--- src/design/bsr_pkg.sv ---
// Shared constants and types for the byte stream reassembler.
// No dependencies.
`timescale 1ns / 1ps
package bsr_pkg;

  localparam int CAPACITY_DEFAULT = 64;
  localparam int BYTE_W           = 8;
  localparam int POS_W            = 32;
  localparam int CNT_W            = 7;
  localparam int OP_W             = 2;

  localparam logic [OP_W-1:0] OP_BYTE    = 2'd0;
  localparam logic [OP_W-1:0] OP_END     = 2'd1;
  localparam logic [OP_W-1:0] OP_CONSUME = 2'd2;

  typedef struct packed {
    logic              full;
    logic [BYTE_W-1:0] data;
  } slot_t;

  typedef struct packed {
    logic shift;
    logic write;
  } cell_ctl_t;

endpackage

--- src/design/bsr_cell.sv ---
// One slot cell of the reassembly row: a byte and its full flag.
// Shifts in its upper neighbor's slot or takes a write if empty. Uses bsr_pkg.
`timescale 1ns / 1ps
module bsr_cell (
  input  logic                      clk,
  input  logic                      rst,
  input  bsr_pkg::cell_ctl_t        ctl,
  input  bsr_pkg::slot_t            nbr,
  input  logic [bsr_pkg::BYTE_W-1:0] wbyte,
  output bsr_pkg::slot_t            q
);
  import bsr_pkg::*;

  always_ff @(posedge clk) begin
    if (rst) begin
      q.full <= 1'b0;
    end else if (ctl.shift) begin
      q.full <= nbr.full;
    end else if (ctl.write && !q.full) begin
      q.full <= 1'b1;
    end
  end

  // first byte kept in a slot wins
  always_ff @(posedge clk) begin
    if (ctl.shift) begin
      q.data <= nbr.data;
    end else if (ctl.write && !q.full) begin
      q.data <= wbyte;
    end
  end

endmodule

--- src/design/bsr_cell_row.sv ---
// Row of slot cells; cell 0 is the stream head, the row shifts toward it on drain.
// Depends on bsr_pkg and bsr_cell.
`timescale 1ns / 1ps
module bsr_cell_row #(
  parameter int CAPACITY = bsr_pkg::CAPACITY_DEFAULT,
  parameter int CW       = (CAPACITY > 1) ? $clog2(CAPACITY) : 1
) (
  input  logic                       clk,
  input  logic                       rst,
  input  bsr_pkg::cell_ctl_t         ctl,
  input  logic [CW-1:0]              widx,
  input  logic [bsr_pkg::BYTE_W-1:0] wbyte,
  output bsr_pkg::slot_t             head,
  output logic                       next_full,
  output logic                       idx_full
);
  import bsr_pkg::*;

  slot_t             slots [CAPACITY];
  slot_t             nbr   [CAPACITY];
  cell_ctl_t         cctl  [CAPACITY];
  logic [2**CW-1:0]  full_pad;

  for (genvar i = 0; i < CAPACITY; i++) begin : g_cell
    if (i == CAPACITY - 1) begin : g_tail
      assign nbr[i] = '{full: 1'b0, data: '0};
    end else begin : g_mid
      assign nbr[i] = slots[i+1];
    end

    assign cctl[i].shift = ctl.shift;
    assign cctl[i].write = ctl.write && (widx == CW'(i));

    bsr_cell u_cell (
      .clk   (clk),
      .rst   (rst),
      .ctl   (cctl[i]),
      .nbr   (nbr[i]),
      .wbyte (wbyte),
      .q     (slots[i])
    );
  end

  always_comb begin
    full_pad = '0;
    for (int i = 0; i < CAPACITY; i++) begin
      full_pad[i] = slots[i].full;
    end
  end

  assign head     = slots[0];
  assign idx_full = full_pad[widx];

  if (CAPACITY > 1) begin : g_next
    assign next_full = slots[1].full;
  end else begin : g_single
    assign next_full = 1'b0;
  end

endmodule

--- src/design/byte_stream_reassembler_core.sv ---
// byte_stream_reassembler_core: out-of-order byte reassembler over a shifting row of slot cells.
// The item is registered on accept, applied in ST_APPLY, then drained in ST_DRAIN to the output registers.
// An item holds the block busy through ST_APPLY and ST_DRAIN for its n results (1..CAPACITY),
// one result per cycle, set by the cell row shifting one slot toward the head per byte.
// Sync reset: all slots empty, positions and counts zero, eof unknown; results never stall.
`timescale 1ns / 1ps
module byte_stream_reassembler_core #(
  parameter int CAPACITY = bsr_pkg::CAPACITY_DEFAULT
) (
  input  logic                       clk,
  input  logic                       rst,
  input  logic                       start,
  output logic                       busy,
  input  logic [bsr_pkg::OP_W-1:0]   opcode,
  input  logic [bsr_pkg::BYTE_W-1:0] byte_value,
  input  logic [bsr_pkg::POS_W-1:0]  stream_position,
  input  logic                       segment_eof,
  input  logic [bsr_pkg::CNT_W-1:0]  consumed_count,
  output logic                       result_strobe,
  output logic                       out_valid,
  output logic [bsr_pkg::BYTE_W-1:0] out_byte,
  output logic                       run_last,
  output logic                       stream_ended,
  output logic [bsr_pkg::CNT_W-1:0]  unassembled_count,
  output logic                       is_empty
);
  import bsr_pkg::*;

  localparam int CW = (CAPACITY > 1) ? $clog2(CAPACITY) : 1;
  localparam int HW = $clog2(CAPACITY + 1);
  localparam logic [HW-1:0] CAP_H = HW'(CAPACITY);

  typedef enum logic [2:0] {
    ST_IDLE  = 3'b001,
    ST_APPLY = 3'b010,
    ST_DRAIN = 3'b100
  } state_t;

  state_t state, state_next;

  logic [OP_W-1:0]   op_r;
  logic [BYTE_W-1:0] byte_r;
  logic [POS_W-1:0]  pos_r;
  logic              eof_r;
  logic [CNT_W-1:0]  cons_r;

  logic [POS_W-1:0] next_pos, next_pos_next;
  logic [HW-1:0]    held, held_next;
  logic [HW-1:0]    waiting, waiting_next;
  logic [HW-1:0]    eof_gap, eof_gap_next;
  logic             eof_known, eof_known_next;

  logic              res_valid, res_last, res_ended;
  logic [BYTE_W-1:0] res_byte;
  logic [HW-1:0]     res_count;
  logic              res_strobe;

  logic [POS_W-1:0] off;
  logic [HW-1:0]    free_win;
  logic [HW-1:0]    cons_c;
  logic             in_win, past_eof, store, ended, can_drain, stop_after;

  cell_ctl_t row_ctl;
  slot_t     head;
  logic      next_full, idx_full;

  bsr_cell_row #(
    .CAPACITY (CAPACITY),
    .CW       (CW)
  ) u_row (
    .clk       (clk),
    .rst       (rst),
    .ctl       (row_ctl),
    .widx      (off[CW-1:0]),
    .wbyte     (byte_r),
    .head      (head),
    .next_full (next_full),
    .idx_full  (idx_full)
  );

  assign busy     = (state != ST_IDLE);
  assign off      = pos_r - next_pos;
  assign free_win = CAP_H - held;
  assign in_win   = off < POS_W'(free_win);
  assign past_eof = eof_known && (off >= POS_W'(eof_gap));
  assign store    = (op_r == OP_BYTE) && in_win && !past_eof;
  assign cons_c   = (cons_r > CNT_W'(held)) ? held : HW'(cons_r);

  assign ended      = eof_known && (eof_gap == '0);
  assign can_drain  = head.full && !ended;
  assign stop_after = !next_full || (eof_known && (eof_gap == HW'(1)));

  always_comb begin
    state_next     = state;
    next_pos_next  = next_pos;
    held_next      = held;
    waiting_next   = waiting;
    eof_gap_next   = eof_gap;
    eof_known_next = eof_known;
    row_ctl        = '{shift: 1'b0, write: 1'b0};
    res_strobe     = 1'b0;
    res_valid      = 1'b0;
    res_byte       = '0;
    res_last       = 1'b1;
    res_ended      = ended;
    res_count      = waiting;

    case (state)
      ST_IDLE: begin
        if (start) begin
          state_next = ST_APPLY;
        end
      end
      ST_APPLY: begin
        state_next = ST_DRAIN;
        case (op_r)
          OP_BYTE: begin
            row_ctl.write = store;
            if (store && !idx_full) begin
              waiting_next = waiting + HW'(1);
            end
          end
          OP_END: begin
            if (eof_r && !eof_known) begin
              if (off <= POS_W'(free_win)) begin
                eof_known_next = 1'b1;
                eof_gap_next   = off[HW-1:0];
              end else if (off[POS_W-1]) begin
                eof_known_next = 1'b1;
                eof_gap_next   = '0;
              end
            end
          end
          OP_CONSUME: begin
            held_next = held - cons_c;
          end
          default: begin
          end
        endcase
      end
      ST_DRAIN: begin
        res_strobe = 1'b1;
        if (can_drain) begin
          row_ctl.shift = 1'b1;
          next_pos_next = next_pos + POS_W'(1);
          held_next     = held + HW'(1);
          waiting_next  = (waiting != '0) ? waiting - HW'(1) : waiting;
          if (eof_known) begin
            eof_gap_next = eof_gap - HW'(1);
          end
          res_valid  = 1'b1;
          res_byte   = head.data;
          res_last   = stop_after;
          res_ended  = eof_known && (eof_gap == HW'(1));
          res_count  = waiting_next;
          state_next = stop_after ? ST_IDLE : ST_DRAIN;
        end else begin
          state_next = ST_IDLE;
        end
      end
      default: begin
        state_next = ST_IDLE;
      end
    endcase
  end

  always_ff @(posedge clk) begin
    if (rst) begin
      state         <= ST_IDLE;
      next_pos      <= '0;
      held          <= '0;
      waiting       <= '0;
      eof_gap       <= '0;
      eof_known     <= 1'b0;
      result_strobe <= 1'b0;
    end else begin
      state         <= state_next;
      next_pos      <= next_pos_next;
      held          <= held_next;
      waiting       <= waiting_next;
      eof_gap       <= eof_gap_next;
      eof_known     <= eof_known_next;
      result_strobe <= res_strobe;
    end
  end

  always_ff @(posedge clk) begin
    if (state == ST_IDLE && start) begin
      op_r   <= opcode;
      byte_r <= byte_value;
      pos_r  <= stream_position;
      eof_r  <= segment_eof;
      cons_r <= consumed_count;
    end
    if (res_strobe) begin
      out_valid         <= res_valid;
      out_byte          <= res_byte;
      run_last          <= res_last;
      stream_ended      <= res_ended;
      unassembled_count <= CNT_W'(res_count);
      is_empty          <= (res_count == '0);
    end
  end

endmodule

--- config.mk ---
export PLATFORM = sky130hd
export DESIGN_NAME = byte_stream_reassembler_core
export DESIGN_NICKNAME = d
export VERILOG_FILES = /design/src/design/bsr_pkg.sv /design/src/design/bsr_cell.sv /design/src/design/bsr_cell_row.sv /design/src/design/byte_stream_reassembler_core.sv
export SDC_FILE = /design/constraint.sdc
export NUM_CORES = 1
export LEC_CHECK = 0
export BUFFER_PORTS_ARGS = -buffer_cell sky130_fd_sc_hd__buf_2
export CAP_MARGIN = 30
export CORE_ASPECT_RATIO = 0.9
export CORE_MARGIN = 2
export CORE_UTILIZATION = 57
export CTS_CLUSTER_DIAMETER = 80
export CTS_CLUSTER_SIZE = 24
export DETAILED_ROUTE_END_ITERATION = 7
export PLACE_DENSITY = 0.88
export SYNTH_ARGS = -nofsm -noshare
export SYNTH_HDL_FRONTEND = slang
export SYNTH_SLANG_ARGS = --single-unit
--- constraint.sdc ---
create_clock -name clk -period 5.7 [get_ports clk]
set_input_delay 0 -clock clk [delete_from_list [all_inputs] [get_ports clk]]
set_output_delay 0 -clock clk [all_outputs]
set_load 0.005 [all_outputs]
== Yosys cells after proc, flatten, opt, wreduce, memory -nomap -nowiden ==
Index checks and enable logic that the tools add are counted.
W data, S select, Z words.

* Magnitude comparators: 5
* $add $sub $neg: 8
* Bitwise gates (word level): 0
* Multipliers: 0
* Shift operators: 0
* Reduce and logical (&&, ||, !) cells: 282
* Muxes and demuxes: 284
* Divide/modulo/power cells: 0
* Eq/ne operators: 79

{| class="wikitable"
|+ Operator list
! operator !! count
|-
| $mux W8 || 126
|-
| $eq A6 B6 Y1 const B || 32
|-
| $logic_and A1 B1 Y1 || 137
|-
| $mux W1 || 136
|-
| $reduce_bool A2 Y1 || 65
|-
| $mux W7 || 14
|-
| $eq A6 B5 Y1 const B || 16
|-
| $logic_not A1 Y1 || 68
|-
| $eq A6 B4 Y1 const B || 8
|-
| $pmux W7 S2 || 3
|-
| $add A32 B1 Y32 const B || 1
|-
| $ge A32 B7 Y1 || 1
|-
| $le A32 B7 Y1 || 1
|-
| $lt A32 B7 Y1 || 1
|-
| $sub A32 B32 Y32 || 1
|-
| $eq A6 B3 Y1 const B || 4
|-
| $add A7 B1 Y7 const B || 2
|-
| $logic_not A7 Y1 || 2
|-
| $sub A7 B1 Y7 const B || 2
|-
| $eq A6 B2 Y1 const B || 2
|-
| $ne A2 B2 Y1 const B || 6
|-
| $mux W3 || 3
|-
| $pmux W3 S3 || 1
|-
| $eq A7 B1 Y1 const B || 1
|-
| 23 further kinds || 25
|}

* Latch bits: 0
* Register bits: 703
* Memories kept: 0
* Bits in writable memories: 0
* Memory bits (read-only): 0
* Word-level logic and storage cells: 804
* Output and inout port bits: 21

== Longest topological paths before layout ==
* Word-level depth: 11
* Gate-level depth with buffers: 21
* Gate-level depth less buffers: 20

== Modules after synthesis ==
A second synthesis with hierarchy kept.

* Cells, all modules: 2581
* Area, all modules: 36485.0 sq um

{| class="wikitable"
|+ By module, submodules not included
! module !! cells an instance !! instances !! area each (sq um)
|-
| bsr_cell || 23 || 64 || 420.4
|-
| byte_stream_reassembler_core || 970 || 1 || 8602.0
|-
| bsr_cell_row || 139 || 1 || 977.2
|}

== Worst setup path after synthesis ==
OpenSTA, ideal clock, no wires.

* Kind: flip-flop to flip-flop
* From: reg pos_r[4]
* To: reg u_row.g_cell[41].u_cell.q[0] in the netlist's numbering, enable pin
* Setup slack: 0.304 ns
* Data arrival time: 5.010 ns
* Cell stages (with the launch flop): 18
* Cell sequence: edfxtp_1 > ha_1 > buf_6 > a21o_1 > a31o_4 > or2_2 > xnor2_1 > inv_1 > ha_1 > a21o_1 > a21oi_1 > o21ai_0 > a211oi_1 > nand2_1 > nor4_4 > nand3_2 > buf_2 > o31ai_1

* Longest elaborated chain between the ends: 10

{| class="wikitable"
|+ Ends and longest elaborated chain
! item !! RTL line !! RTL
|-
| start, declared || byte_stream_reassembler_core.sv:43 || <nowiki>logic [POS_W-1:0] pos_r;</nowiki>
|-
| start signal, assigned || byte_stream_reassembler_core.sv:191 || <nowiki>pos_r <= stream_position;</nowiki>
|-
| $sub A32 B32 Y32 (*) || byte_stream_reassembler_core.sv:82 || <nowiki>assign off = pos_r - next_pos;</nowiki>
|-
| $ge A32 B7 Y1 || byte_stream_reassembler_core.sv:85 || <nowiki>assign past_eof = eof_known && (off >= POS_W'(eof_gap));</nowiki>
|-
| $logic_and A1 B1 Y1 || byte_stream_reassembler_core.sv:85 ||
|-
| $logic_not A1 Y1 || byte_stream_reassembler_core.sv:86 || <nowiki>assign store = (op_r == OP_BYTE) && in_win && !past_eof;</nowiki>
|-
| $logic_and A1 B1 Y1 || byte_stream_reassembler_core.sv:86 ||
|-
| $mux W1 || byte_stream_reassembler_core.sv:116 || <nowiki>case (op_r)</nowiki>
|-
| $mux W1 || byte_stream_reassembler_core.sv:108 || <nowiki>case (state)</nowiki>
|-
| $logic_and A1 B1 Y1 (*) || bsr_cell_row.sv:32 || <nowiki>assign cctl[i].write = ctl.write && (widx == CW'(i));</nowiki>
|-
| $logic_and A1 B1 Y1 (*) || bsr_cell.sv:28 || <nowiki>end else if (ctl.write && !q.full) begin</nowiki>
|-
| $reduce_bool A2 Y1 (no line) (*) || n/a ||
|-
| end, declared || bsr_cell.sv:10 || <nowiki>output bsr_pkg::slot_t q</nowiki>
|}

Every way passes the cells marked *; elsewhere a longest branch is shown, timed or not.
A chain may end at the register's enable or synchronous reset.

== Worst setup path in the final report ==
* From: reg next_pos[0]
* To: reg u_row.g_cell[13].u_cell.q[6] in the netlist's numbering, enable pin

* Longest elaborated chain between the ends: 10

{| class="wikitable"
|+ Ends and longest elaborated chain
! item !! RTL line !! RTL
|-
| start, declared || byte_stream_reassembler_core.sv:47 || <nowiki>logic [POS_W-1:0] next_pos, next_pos_next;</nowiki>
|-
| start signal, assigned || byte_stream_reassembler_core.sv:178 || <nowiki>next_pos <= next_pos_next;</nowiki>
|-
| $sub A32 B32 Y32 (*) || byte_stream_reassembler_core.sv:82 ||
|-
| $ge A32 B7 Y1 || byte_stream_reassembler_core.sv:85 ||
|-
| $logic_and A1 B1 Y1 || byte_stream_reassembler_core.sv:85 ||
|-
| $logic_not A1 Y1 || byte_stream_reassembler_core.sv:86 ||
|-
| $logic_and A1 B1 Y1 || byte_stream_reassembler_core.sv:86 ||
|-
| $mux W1 || byte_stream_reassembler_core.sv:116 ||
|-
| $mux W1 || byte_stream_reassembler_core.sv:108 ||
|-
| $logic_and A1 B1 Y1 (*) || bsr_cell_row.sv:32 ||
|-
| $logic_and A1 B1 Y1 (*) || bsr_cell.sv:28 ||
|-
| $reduce_bool A2 Y1 (no line) (*) || n/a ||
|-
| end, declared || bsr_cell.sv:10 ||
|}

Marked as above.

==> reports/results.txt <==
Final WL = 82000 um
Die Wd = 255 um
Worst Path Required = 6.01 ns
Residual DRC = 0
Crit path time final = 5.33 ns
Die Ht = 230 um
CORE AREA = 55800 sq um
Static Leakage = 13.0 nW
Overall Power = 9.24 mW
Reg2Reg Setup Slack = 0.37 ns
Unrepaired setup endpoints after global routing = false
Nets = 3314
Worst EP arrival = 5.64 ns
CTS H-tree depth = 2
Synth Flop Type = edfxtp_1
VDD IR max = 0.333 mV
Worst skew pair latency = 0.61 ns
Max clock buf depth = 3
Ys async rst share = 0%
Commonest cells post-synth = nand2_1 (1120), edfxtp_1 (573), nor2_1 (182)
Pwr/cell area = 262 nW/um^2
# diodes = 0
Final Hold Viols = 0
Tcrit/Tclk final = 93.5%
Initial antenna violation count = 2
Seq cells post-synth = 703
Reg-to-Reg Start = next_pos[0]$_SDFFE_PP0P_
Status = finished clean
Vias/cell = 6.18
Register area share after synthesis = 61.5%
Max_slew headroom = 18.0%
GP Congestion = 0.957
First-pass GRT wire length = 127000 um
Layout cells sized above 1 = 8.82%
Syn Inst Count = 3121
Total global routing overflow = 0
Reg clk slew, reported paths = 0.10 ns
CP Launch Point = next_pos[0]$_SDFFE_PP0P_
Worst slew pin tran = 1.22 ns
Non-Filler Instances = 3976
Final core occ = 63.2%
Critical path type = reg -> reg
CTS tree = done
Site Rows = 82
Post-synthesis cell area = 32200 sq um
Initial Util = 57.8%
Crit path capture type = flip-flop
Hold WC Path Type = in -> reg
F_max = 188 MHz
GRT Util Overall = 27.8%
Post-route setup TNS = 0 ns
Boundary pin count = 74
Post-synth cell types = 81
Mapped Nets = 3242
# Max-Cap Violations = 0
CTS buffer count = 36
Final Max Slew Viols = 0
WL/cell = 20.6 um
Clk sink count = 703
Syn. warnings = 0
Top-count cell post-synth = nand2_1
Die area = 58500 sq um
Number of synthesized flops with an enable pin = 573
Synth top area share = 53.4%
Root Driver = clkbuf_16
Critical path peak fanout = 16
Inst Count DP = 3855
Starting DRT DRC Count = 3803
Area grow syn2layout = 9.36%
Largest net degree at the start of global routing = 252
Synth top area cells = edfxtp_1 (53%), nand2_1 (13%), dfxtp_1 (8.1%), ha_1 (2.6%), nor2_1 (2.1%)
Critical Path Source Type = flip-flop
Quantity of I/O buffers inserted on ports = 73
Vias = 24600
Synth Area per Inst = 10.3 sq um
DRT antenna net count = 0
Dpl hpwl = 52300 um
Skew final = 0.0318 ns
First-pass iteration count of the detailed router = 7
Final setup violation count = 0
Cell taking the most area after synthesis = edfxtp_1
Vias in the first global route = 23300
Hold Crit Start = byte_value[7]
-- report_power, final --
part | leakage (nW) | switching (mW) | internal (mW)
clock network | 0.507 | 1.65 | 1.23
logic | 6.24 | 0.527 | 0.244
registers | 6.25 | 0.0150 | 5.58
-- repair_timing --
item / in CTS / in global routing
endpoints found under the hold margin: 84 / 0
resized for setup: 0 / 3
hold buffers: 53 / 0
setup buffers: 0 / 2
endpoints found under the setup margin: 0 / 384
-- worst paths after layout --
kind	end	cells after the start
worst max-delay path	u_row.g_cell[13].u_cell.q[6]$_DFFE_PP_	14
worst min-delay path	byte_r[7]$_DFFE_PP_	2
worst max register to register	u_row.g_cell[13].u_cell.q[6]$_DFFE_PP_	14
worst min register to register	u_row.g_cell[63].u_cell.q[5]$_SDFFE_PP0P_	2
-- final cells by class --
type	instances	area [sq um]
Multi-Input combinational cell	2143	11400
Fill cell	4081	20600
Clock buffer	58	983
Timing Repair Buffer	229	1740
Sequential cell	703	19800
Clock inverter	7	76.3
Inverter	80	308
Tap cell	756	946
-- routing by layer --
layer / vias to the layer above / wire, um / global-route usage [%]
li1: 11100 / - / -
met3: 324 / 9760 / 7.44
met5: - / 27 / 0
met1: 11600 / 31300 / 36.8
met4: 4 / 3960 / 11.9
met2: 1543 / 37000 / 43.2
-- cell families after synthesis --
family	count (synthesis)	synth area share, %
adders and majority gates	68	2.69
muxes	34	1.44
buffers and inverters	275	3.37
and+or+nand+nor	1579	20.6
AOI/OAI and AO/OA	402	8.80
DFF	703	61.5
xor gates and xnor gates	60	1.63
-- worst max-delay path, cell delays in order (launching register included) --
cell       delay, ns
dfxtp_1         0.39
ha_1            0.24
fa_1            0.41
nor2b_1         0.28
o2111ai_1       0.18
a2111oi_0       0.77
nor2_1          0.19
xnor2_1         0.17
or4_1           0.47
or4_4           0.49
nor4_4          0.30
buf_4           0.21
nand3_4         0.26
o31ai_1         0.42
buf_4           0.24
-- flip-flops by register name, indices dropped and copies added (netlist names) --
| register | flops |
|---|---|
| u_row.g_cell.u_cell.q | 576 |
| next_pos | 32 |
| pos_r | 32 |
| byte_r | 8 |
| out_byte | 8 |
| cons_r | 7 |
| eof_gap | 7 |
| held | 7 |
| unassembled_count | 7 |
| waiting | 7 |
| state | 3 |
| op_r | 2 |
| eof_known | 1 |
| eof_r | 1 |
| is_empty | 1 |
| out_valid | 1 |
| result_strobe | 1 |
| run_last | 1 |
| stream_ended | 1 |
-- cell usage in the layout (no fill, tap or decap), types with 12 or more instances in the layout --
cell type,n
buf_4,98
o211ai_1,12
a21oi_1,74
ha_1,66
clkbuf_1,22
and3_1,24
clkbuf_16,36
nor4_1,17
a211oi_1,73
o21ai_1,13
nor3_1,88
mux2i_1,17
dlygate4sd3_1,53
buf_2,73
nand4_1,30
o21ai_0,35
xnor2_1,42
nor2_1,182
xor2_1,18
inv_1,76
nand3_1,40
a21o_1,23
edfxtp_1,573
dfxtp_1,130
nand2_1,1111
o31ai_1,71
-- per-stage QoR --
stage	setup slack, ns	cell area (sq um)	hold slack [ns]
3_3_place_gp	0.337	33600	0.177
6_report	0.373	35300	0.104
3_5_place_dp	0.0483	33600	0.178
2_1_floorplan	0.304	32200	0.0989
5_1_grt	0.0779	35300	0.0996
4_1_cts	0.0390	35200	0.0865
(Power assumes the default switching activity.)
